--- src/shacal2_block_encrypt_top_defines.svh ---
// Assertion helpers for the encrypt block; both sample on clk and are off during reset.
`ifndef SHACAL2_BLOCK_ENCRYPT_TOP_DEFINES_SVH
`define SHACAL2_BLOCK_ENCRYPT_TOP_DEFINES_SVH

// Same-cycle implication.
`define SHACAL2_ASSERT_IMP(lbl, ante, cons, msg) \
	lbl: assert property (@(posedge clk) disable iff (!arst_n) (ante) |-> (cons)) \
		else $error(msg);

// Next-cycle implication.
`define SHACAL2_ASSERT_NXT(lbl, ante, cons, msg) \
	lbl: assert property (@(posedge clk) disable iff (!arst_n) (ante) |=> (cons)) \
		else $error(msg);

`endif

--- src/shacal2_pkg.sv ---
package shacal2_pkg;

	localparam int WORD_W    = 32;
	localparam int BLK_W     = 8 * WORD_W;
	localparam int KEY_DEPTH = 64;
	localparam int KEY_AW    = $clog2(KEY_DEPTH);

	localparam logic FUNC_LOAD = 1'b0;
	localparam logic FUNC_ENC  = 1'b1;

	typedef logic [WORD_W-1:0] word_t;

	typedef struct packed {
		word_t a;
		word_t b;
		word_t c;
		word_t d;
		word_t e;
		word_t f;
		word_t g;
		word_t h;
	} st_t;

endpackage

--- src/shacal2_ram.sv ---
module shacal2_ram #(
	parameter int WIDTH = 32,
	parameter int DEPTH = 64
) (
	input  logic                     clk,
	input  logic                     we,
	input  logic [$clog2(DEPTH)-1:0] waddr,
	input  logic [WIDTH-1:0]         wdata,
	input  logic [$clog2(DEPTH)-1:0] raddr,
	output logic [WIDTH-1:0]         rdata
);

	logic [WIDTH-1:0] mem_q [DEPTH];
	logic [WIDTH-1:0] rdata_q;

	always_ff @(posedge clk) begin
		if (we) begin
			mem_q[waddr] <= wdata;
		end
		rdata_q <= mem_q[raddr];
	end

	assign rdata = rdata_q;

endmodule

--- src/shacal2_round.sv ---
module shacal2_round (
	input  shacal2_pkg::st_t   st,
	input  shacal2_pkg::word_t key,
	output shacal2_pkg::st_t   nxt
);

	function automatic shacal2_pkg::word_t rotr(input shacal2_pkg::word_t x, input int n);
		return (x >> n) | (x << (shacal2_pkg::WORD_W - n));
	endfunction

	shacal2_pkg::word_t sig0;
	shacal2_pkg::word_t sig1;
	shacal2_pkg::word_t ch;
	shacal2_pkg::word_t maj;
	shacal2_pkg::word_t t1;
	shacal2_pkg::word_t t2;

	always_comb begin
		sig1 = rotr(st.e, 6) ^ rotr(st.e, 11) ^ rotr(st.e, 25);
		ch   = (st.e & st.f) ^ (~st.e & st.g);
		t1   = st.h + sig1 + ch + key;
		sig0 = rotr(st.a, 2) ^ rotr(st.a, 13) ^ rotr(st.a, 22);
		maj  = (st.a & st.b) ^ (st.a & st.c) ^ (st.b & st.c);
		t2   = sig0 + maj;

		nxt.h = st.g;
		nxt.g = st.f;
		nxt.f = st.e;
		nxt.e = st.d + t1;
		nxt.d = st.c;
		nxt.c = st.b;
		nxt.b = st.a;
		nxt.a = t1 + t2;
	end

endmodule

--- src/shacal2_block_encrypt_top.sv ---
// SHACAL-2 encryption of one 256-bit block (words A..H, big-endian, A in the top of
// block_word0). A func 0 item writes key_word into round key slot key_index and gives
// no result; key words carry the round constant already. A func 1 item runs
// ROUND_COUNT SHA-256 rounds without feed-forward, one round per cycle through a single
// round unit that reads one key word per cycle from a 64-entry key RAM, then optionally
// XORs the mask in. in_stall stays high while the rounds run; the next item is taken
// only once the result is loaded into the output register. If the previous result
// still waits in the output register when the rounds finish, in_stall stays high until
// that result is taken. Key loads can be taken while a result waits in the output
// register. Key slots must be written before they are used: the key RAM has no reset
// and an unwritten slot reads an arbitrary value.
`include "shacal2_block_encrypt_top_defines.svh"

module shacal2_block_encrypt_top #(
	parameter int ROUND_COUNT = 64
) (
	input  logic        clk,
	input  logic        arst_n,

	input  logic        in_valid,
	output logic        in_stall,
	input  logic        func,
	input  logic [5:0]  key_index,
	input  logic [31:0] key_word,
	input  logic [63:0] block_word0,
	input  logic [63:0] block_word1,
	input  logic [63:0] block_word2,
	input  logic [63:0] block_word3,
	input  logic        use_xor,
	input  logic [63:0] mask_word0,
	input  logic [63:0] mask_word1,
	input  logic [63:0] mask_word2,
	input  logic [63:0] mask_word3,

	output logic        out_valid,
	input  logic        out_stall,
	output logic [63:0] out_word0,
	output logic [63:0] out_word1,
	output logic [63:0] out_word2,
	output logic [63:0] out_word3
);

	localparam int RND_W = $clog2(ROUND_COUNT);

	typedef enum logic [1:0] {
		ST_IDLE,
		ST_RUN,
		ST_DONE
	} fsm_t;

	fsm_t                                 state_q;
	logic [RND_W-1:0]                     rnd_q;
	shacal2_pkg::st_t                     st_q;
	logic [shacal2_pkg::BLK_W-1:0]        mask_q;
	logic [shacal2_pkg::BLK_W-1:0]        out_q;
	logic                                 out_valid_q;

	logic                                 in_accept;
	logic                                 key_we;
	logic                                 last_rnd;
	logic                                 out_free;
	logic                                 out_load;
	logic [shacal2_pkg::KEY_AW-1:0]       rd_addr;
	shacal2_pkg::word_t                   rnd_key;
	shacal2_pkg::st_t                     rnd_st;
	logic [shacal2_pkg::BLK_W-1:0]        fin_blk;

	assign in_stall  = (state_q != ST_IDLE);
	assign in_accept = in_valid && !in_stall;
	assign key_we    = in_accept && (func == shacal2_pkg::FUNC_LOAD);
	assign last_rnd  = (rnd_q == RND_W'(ROUND_COUNT - 1));
	assign out_free  = !out_valid_q || !out_stall;
	assign out_load  = out_free && (((state_q == ST_RUN) && last_rnd) || (state_q == ST_DONE));

	// Prefetch the key of the next round; slot 0 is fetched while idle or done.
	always_comb begin
		if (state_q == ST_RUN) begin
			rd_addr = shacal2_pkg::KEY_AW'(rnd_q) + shacal2_pkg::KEY_AW'(1);
		end else begin
			rd_addr = '0;
		end
	end

	always_comb begin
		if (state_q == ST_RUN) begin
			fin_blk = rnd_st ^ mask_q;
		end else begin
			fin_blk = st_q ^ mask_q;
		end
	end

	shacal2_ram #(
		.WIDTH(shacal2_pkg::WORD_W),
		.DEPTH(shacal2_pkg::KEY_DEPTH)
	) u_key_ram (
		.clk  (clk),
		.we   (key_we),
		.waddr(key_index),
		.wdata(key_word),
		.raddr(rd_addr),
		.rdata(rnd_key)
	);

	shacal2_round u_round (
		.st (st_q),
		.key(rnd_key),
		.nxt(rnd_st)
	);

	always_ff @(posedge clk or negedge arst_n) begin
		if (!arst_n) begin
			state_q     <= ST_IDLE;
			rnd_q       <= '0;
			out_valid_q <= 1'b0;
			st_q        <= '0;
			mask_q      <= '0;
			out_q       <= '0;
		end else begin
			if (out_valid_q && !out_stall && !out_load) begin
				out_valid_q <= 1'b0;
			end
			unique case (state_q)
				ST_IDLE: begin
					if (in_accept && (func == shacal2_pkg::FUNC_ENC)) begin
						st_q    <= {block_word0, block_word1, block_word2, block_word3};
						mask_q  <= use_xor ? {mask_word0, mask_word1, mask_word2, mask_word3}
							: '0;
						rnd_q   <= '0;
						state_q <= ST_RUN;
					end
				end
				ST_RUN: begin
					st_q  <= rnd_st;
					rnd_q <= rnd_q + RND_W'(1);
					if (last_rnd) begin
						if (out_free) begin
							out_q       <= fin_blk;
							out_valid_q <= 1'b1;
							state_q     <= ST_IDLE;
						end else begin
							state_q <= ST_DONE;
						end
					end
				end
				ST_DONE: begin
					// hold the ciphertext until the output register frees up
					if (out_free) begin
						out_q       <= fin_blk;
						out_valid_q <= 1'b1;
						state_q     <= ST_IDLE;
					end
				end
				default: begin
					state_q <= ST_IDLE;
				end
			endcase
		end
	end

	assign out_valid = out_valid_q;
	assign out_word0 = out_q[255:192];
	assign out_word1 = out_q[191:128];
	assign out_word2 = out_q[127:64];
	assign out_word3 = out_q[63:0];

	`SHACAL2_ASSERT_NXT(a_enc_starts, in_accept && (func == shacal2_pkg::FUNC_ENC), (state_q == ST_RUN) && (rnd_q == '0), "encryption did not start at round zero")
	`SHACAL2_ASSERT_IMP(a_rnd_range, state_q == ST_RUN, rnd_q <= RND_W'(ROUND_COUNT - 1), "round counter ran past the last round")
	`SHACAL2_ASSERT_IMP(a_done_blocked, state_q == ST_DONE, out_valid_q, "waiting on a free output register that is free")
	`SHACAL2_ASSERT_IMP(a_out_source, $rose(out_valid_q), $past(state_q == ST_RUN) || $past(state_q == ST_DONE), "result appeared without a finished encryption")

endmodule
--- config.mk ---
export PLATFORM = sky130hd
export DESIGN_NAME = shacal2_block_encrypt_top
export DESIGN_NICKNAME = d
export VERILOG_FILES = /design/src/shacal2_pkg.sv /design/src/shacal2_ram.sv /design/src/shacal2_round.sv /design/src/shacal2_block_encrypt_top.sv
export VERILOG_INCLUDE_DIRS = /design/src /design/src/src
export SDC_FILE = /design/constraint.sdc
export NUM_CORES = 2
export LEC_CHECK = 0
export BUFFER_PORTS_ARGS = -buffer_cell sky130_fd_sc_hd__buf_4
export CAP_MARGIN = 20
export CORE_ASPECT_RATIO = 0.9
export CORE_MARGIN = 8
export CORE_UTILIZATION = 59
export CTS_BUF_LIST = sky130_fd_sc_hd__clkbuf_4
export CTS_CLUSTER_DIAMETER = 80
export DETAILED_ROUTE_END_ITERATION = 16
export GPL_TIMING_DRIVEN = 0
export PLACE_DENSITY = 0.78
export RECOVER_POWER = 100
export SLEW_MARGIN = 20
export SYNTH_ARGS = -nofsm -noshare
export SYNTH_HDL_FRONTEND = slang
export SYNTH_SLANG_ARGS = --single-unit
export TNS_END_PERCENT = 10
--- constraint.sdc ---
create_clock -name clk -period 8.9 [get_ports clk]
set_clock_uncertainty 0.15 [all_clocks]
set_input_delay 0.445 -clock clk [delete_from_list [all_inputs] [get_ports clk]]
set_output_delay 0.445 -clock clk [all_outputs]
set_load 0.02 [all_outputs]
; ---- Word-level counts from Yosys, hierarchy flattened
; Memories as Yosys holds them, arrays and structs flattened. A register that Yosys moved wholly into a read port is not among the register bits.
; Cells that the tools add are included.
[totals]
mem_bits_rw = 2048
input_bits = 556
word_cells = 91
output_inout_bits = 258
mem_count = 1
register_bits = 777
[op_classes]
n_eq_ne = 6
n_addsub = 7
reduce_logical = 21
bitwise = 22
n_mux = 21
[mem_list]
columns = name, depth, width, read_ports, rd_clocked_by_memory_dff, write_ports, line
row1 = u_key_ram.mem_q, 64, 32, 1, 1, 1, shacal2_ram.sv:13  ; logic [WIDTH-1:0] mem_q [DEPTH];
[ops]
columns = cell, count
row1 = $mux W256, 5
row2 = $pmux W256 S2, 2
row3 = $xor A256 B256 Y256, 2
row4 = $xor A32 B32 Y32, 7
row5 = $add A32 B32 Y32, 6
row6 = $and A32 B32 Y32, 5
row7 = $not A32 Y32, 1
row8 = $or A10 B32 Y32, 1
row9 = $or A19 B32 Y32, 1
row10 = $or A21 B32 Y32, 1
row11 = $or A26 B32 Y32, 1
row12 = $or A30 B32 Y32, 1
row13 = $or A7 B32 Y32, 1
row14 = $mux W6, 2
row15 = $pmux W6 S2, 1
row16 = $mux W2, 4
row17 = $logic_and A1 B1 Y1, 7
row18 = $add A6 B1 Y6 const B, 1
row19 = $eq A6 B6 Y1 const B, 1
row20 = $ne A2 B2 Y1 const B, 3
row21 = $pmux W2 S3, 1
row22 = $reduce_and A2 Y1, 3
row23 = $reduce_bool A2 Y1, 3
row24 = $mux W1, 5
row25 = other kinds (8), 12

; ---- Depth between registers and ports, before layout
[logic_depth]
ltp_word = 12
mapped_depth = 32

; ---- By module
; A second synthesis with hierarchy kept.
[unflattened]
hier_cells = 7947
hier_area_um2 = 125419.0
[by_module_without_submodules]
columns = module, instances, cells_each, seq_area_each_um2, area_per_inst_um2
row1 = shacal2_ram, 1, 3324, 62139.6, 78515.3
row2 = shacal2_block_encrypt_top, 1, 3367, 19443.6, 36764.0
row3 = shacal2_round, 1, 1256, 0.0, 10139.7

; ---- Worst setup path after synthesis
; Ideal clock, no wire load.
[synth_timing]
path_type = reg-to-reg
from = register st_q[97] in the netlist's numbering
to = register out_q[254] in the netlist's numbering
required_ns = 8.646
synth_period_minus_slack_ns = 7.029
path_stages_with_launch = 31
setup_ns = 0.104
path_buffers = 1
t_arrival_ns = 6.775
slack_ns = 1.871
cell_sequence = dfrtp_1 -> clkbuf_1 -> mux2i_1 -> fa_1 -> fa_1 -> inv_1 -> ha_1 -> fa_1 -> a21oi_1 -> o211ai_2 -> a21oi_1 -> o21ai_0 -> a21oi_1 -> o21ai_0 -> a21o_1 -> a21o_1 -> xor2_1 -> inv_1 -> fa_1 -> inv_1 -> ha_1 -> a2111oi_2 -> o21ai_1 -> o21a_1 -> a41o_1 -> a21o_1 -> a221o_1 -> a21o_1 -> a21boi_1 -> mux2_2 -> o311ai_1
[synth_between]
elab_chain_len = 12
elab_cells_between_ends = 18
cone_classes = 4 x add/sub / 4 x mux / 10 x bitwise
[synth_lines]
columns = element, line
row1 = from (decl), shacal2_block_encrypt_top.sv:53  ; shacal2_pkg::st_t st_q;
row2 = from (signal assigned), shacal2_block_encrypt_top.sv:125  ; st_q <= {block_word0, block_word1, block_word2, block_word3};
row3 = from (signal assigned), shacal2_block_encrypt_top.sv:133  ; st_q <= rnd_st;
row4 = $or A21 B32 Y32 or $or A26 B32 Y32 (tied branches), shacal2_round.sv:8  ; return (x >> n) | (x << (shacal2_pkg::WORD_W - n));
row5 = $xor A32 B32 Y32 (2 in series), shacal2_round.sv:19  ; sig1 = rotr(st.e, 6) ^ rotr(st.e, 11) ^ rotr(st.e, 25);
row6 = $add A32 B32 Y32, shacal2_round.sv:21  ; t1 = st.h + sig1 + ch + key;
row7 = $add A32 B32 Y32 * (2 in series), shacal2_round.sv:21
row8 = $add A32 B32 Y32 *, shacal2_round.sv:33  ; nxt.a = t1 + t2;
row9 = $xor A256 B256 Y256 *, shacal2_block_encrypt_top.sv:86  ; fin_blk = rnd_st ^ mask_q;
row10 = $mux W256 *, shacal2_block_encrypt_top.sv:85  ; if (state_q == ST_RUN) begin
row11 = $mux W256 *, "shacal2_block_encrypt_top.sv:136, shacal2_block_encrypt_top.sv:147"
row12 = $mux W256, shacal2_block_encrypt_top.sv:135  ; if (last_rnd) begin
row13 = $pmux W256 S2 *, shacal2_block_encrypt_top.sv:122  ; unique case (state_q)
row14 = to (signal assigned), shacal2_block_encrypt_top.sv:137  ; out_q <= fin_blk;
row15 = to (signal assigned), shacal2_block_encrypt_top.sv:148  ; out_q <= fin_blk;
row16 = to (decl), shacal2_block_encrypt_top.sv:55  ; logic [shacal2_pkg::BLK_W-1:0] out_q;
; Mark *: on every way between the ends. The rest lies on a longest branch, timed or not. The select of a mux whose other input is x is not followed.
; A chain may end at the register's enable or synchronous reset.

; ---- Worst setup path after layout
[layout_timing]
from = register st_q[98] in the netlist's numbering
to = register st_q[255] in the netlist's numbering
[layout_between]
elab_chain_len = 8
elab_cells_between_ends = 14
cone_classes = 4 x add/sub / 1 x mux / 9 x bitwise
[layout_lines]
columns = element, line
row1 = $or A21 B32 Y32 or $or A26 B32 Y32 (tied branches), shacal2_round.sv:8
row2 = $xor A32 B32 Y32 (2 in series), shacal2_round.sv:19
row3 = $add A32 B32 Y32, shacal2_round.sv:21
row4 = $add A32 B32 Y32 * (2 in series), shacal2_round.sv:21
row5 = $add A32 B32 Y32 *, shacal2_round.sv:33
row6 = $pmux W256 S2 *, shacal2_block_encrypt_top.sv:122
; Mark *: on every way between the ends. The rest lies on a longest branch, timed or not.

==> metrics.csv <==
stage,metric,value,unit
logic_synthesis,number of enable flip-flop cells after synthesis,2048,
layout,Area growth syn-to-layout,25.6,%
layout,final cell area excluding filler cells,155000,sq um
detailed_routing,DRC,0,
logic_synthesis,cell area after synthesis,123000,sq um
setup_path,Crit-path slowest cell,fa_1,
setup_path,Top delay family on crit path,compound AO/OA/AOI/OAI gates,
die,Starting Density,59.2,%
cts,Sink Count,2857,
die,chip width,498,microns
setup_path,Reg2Reg Setup Slack,0.28,ns
setup_path,Crit Path Max Fanout,8,
detailed_routing,drt first-iter violations,14200,
logic_synthesis,main flop type after synthesis,edfxtp_1,
layout,final core occ,74.4,%
cts,H-tree levels,6,
status,run status,finished with violations,
min_path,Hold Crit Class,input port to flop,
layout,layout cells sized above 1,17.2,%
setup_path,CP required,10.07,ns
logic_synthesis,Avg Synthesized Cell Area,14.2,sq um
global_route,met1 GRT Util,52.7,%
timing,RSZ-0062 raised after global routing,yes,
die,Vert. Die Dim,450,microns
logic_synthesis,Seq cells post-synth,2857,
cts,CTS tree,yes,
global_route,met2 Use GR,66.6,%
layout,Reg area,81600,sq um
cts,clk slew on worst S/H paths,0.08,ns
die,die area,224000,sq um
timing,final setup margin,0.278,ns
setup_path,crit end category,flop,
cts,CTS root buf,clkbuf_4,
place,hpwl dp,329000,microns
die,row cnt,159,
logic_synthesis,count of different cell masters after synthesis,79,
logic_synthesis,sequential area share after synthesis,66.1,%
min_path,HP Start,key_index[1],
detailed_routing,final wirelength,508000,microns
place,PortBufs,809,
detailed_routing,Via Count,98600,
global_route,global routing usage on met3,15.0,%
logic_synthesis,syn_nets,9433,
timing,Slew Limit Fails,3350,
cts,CTS Buffer Depth,4,
timing,final setup vio count,0,
detailed_routing,drt pass-1 iters,10,
cts,"Clk Latency, worst-skew pair",1.56,ns
detailed_routing,vias per cell,6.58,
global_route,largest net degree at the start of global routing,102,
setup_path,RR Startpoint,st_q[98],
global_route,vias in the first global route,99100,
timing,Max Fclk,0.116,GHz
global_route,Congestion Overflow GR,0,
setup_path,crit path launch type,flop,
layout,layout net count,12400,
logic_synthesis,Post-Syn Instances,8686,
timing,period utilization,96.9,%
layout,area of the multi-input gates,38500,sq um
place,DP Area,135000,sq um
timing,Fin. Hold Viols,19,
global_route,gr busiest metal,met2,
logic_synthesis,post-synthesis async set-or-reset flop share,27.2,%
setup_path,critical setup path kind,flop to flop,
setup_path,crit-path most repeated cell,a21oi_1,
timing,Max transition margin,-206,%
cts,clock buffer count from CTS,703,
setup_path,CP Launch Point,st_q[98],
run,max_cap viols,111,
die,core area,208000,sq um
detailed_routing,"antenna viol nets, final",0,
timing,worst-margin pin slew,4.60,ns
detailed_routing,WL/cell,33.9,microns
global_route,GRT Util Overall,43.9,%
setup_path,"slowest stage delay, CP",0.53,ns
place,Placer Congestion,1.01,
die,Boundary Pins,814,
global_route,initial antenna violation count,106,
layout,# fillers,12600,
timing,crit path time final,8.62,ns
global_route,first-pass GRT wire length,710000,microns
timing,worst hold slack,-0.100,ns
setup_path,Worst Path Buf+Inv,5,
place,worst slack at placement,0.196,ns
logic_synthesis,synth warn,0,
status,failing checks,"negative hold slack, max-capacitance violations, max-slew violations",
setup_path,"Data arrival, critical path",9.79,ns
synth_stat cells, types with 130 or more instances:
library cell / n / area (sq um)
clkbuf_1: 502 / 1880
dfrtp_1: 777 / 19400
edfxtp_1: 2048 / 61500
inv_1: 245 / 920
mux2i_1: 465 / 4650
mux4_2: 384 / 8650
nand2_1: 1173 / 4400
nor2_1: 130 / 488
o21ai_0: 1090 / 5460
o221ai_1: 259 / 2270
o22ai_1: 257 / 1610
xnor2_1: 142 / 1240
xor2_1: 325 / 2850
worst paths after layout:
path / end / depth (start not counted)
setup reg to reg: st_q[255] / 30
max in group asynchronous: mask_q[226] / 9
min in group asynchronous: out_q[94] / 5
setup / recovery: st_q[255] / 30
hold / removal: u_key_ram.mem_q[35][0] / 3
hold reg to reg: out_q[62] / 2
placed cells by master (no fill, tap or decap), drive strengths merged, types with 24 or more instances in the layout:
cell / instances
nor2: 130
clkbuf: 1937
dfrtp: 777
dfxtp: 32
and2: 42
edfxtp: 2048
mux2i: 465
a211oi: 45
xor2: 325
buf: 626
a21oi: 102
dlygate4sd3: 1359
nor3: 24
fa: 95
o221ai: 259
a31oi: 53
a21o: 71
mux4: 384
nand3: 26
o21ai: 1099
nand2: 1173
clkinv: 126
ha: 96
xnor2: 142
inv: 258
o22ai: 257
diode: 107
registers in the layout (all words and copies together), names as in the netlist:
register and cells:
u_key_ram.mem_q 2048, mask_q 256, out_q 256, st_q 256, u_key_ram.rdata 32, rnd_q 6, state_q 2, out_valid 1
metrics by stage:
stage	TNS (ns)	instances
final	0	15000
after global routing	0	15000
after CTS	0	14900
after detailed placement	0	12300
after global placement	-1335.29	12200
after floorplan	0	8686
logic make-up (layout without fill, tap and decap cells):
family / count (synthesis) / in the layout / synth area share [%]
compound gates: 1984 / 1984 / 9.70
mux: 860 / 860 / 10.9
other cells: 0 / 107 / 0
xor+xnor: 468 / 468 / 3.33
simple gates: 1467 / 1467 / 4.77
flops: 2857 / 2857 / 66.1
buf+inv: 857 / 4323 / 2.66
fa+ha+maj: 193 / 193 / 2.53
cell type report:
class,instances,area share (%)
clock inverters,155,0.604
multi-input cells,4972,24.9
flip-flops and latches,2857,52.6
repair buffers,2282,12.4
clock buffers,1033,5.00
inverters,245,0.593
diodes,107,0.173
plain buffers,608,1.52
well taps,2737,2.21
worst register-to-register path: cells and delay by family, from the launching register on:
family	cells	cell delay (ns)
flip-flops	1	0.32
AO/OA/AOI/OAI	12	3.09
buffers and inverters	5	0.96
AND/OR/NAND/NOR	5	0.88
XOR/XNOR	1	0.46
adder cells (fa/ha/maj)	5	2.03
multiplexers	2	0.60
routing by layer:
layer / vias up / share of wire (%)
met3: 2453 / 14
met4: 50 / 9.7
li1: 39000 / -
met5: - / 0.068
met1: 47900 / 33
met2: 9177 / 44
repair_timing:
item | CTS | global route
resized for setup | 0 | 2
buffers inserted | 0 | 0
endpoints found under the setup margin | 0 | 12
hold buffers | 1392 | 0
hold endpoints to repair | 3081 | 0
Power is not shown: default switching activity piles up to over one toggle a cycle in this logic, so the estimate is an artifact.
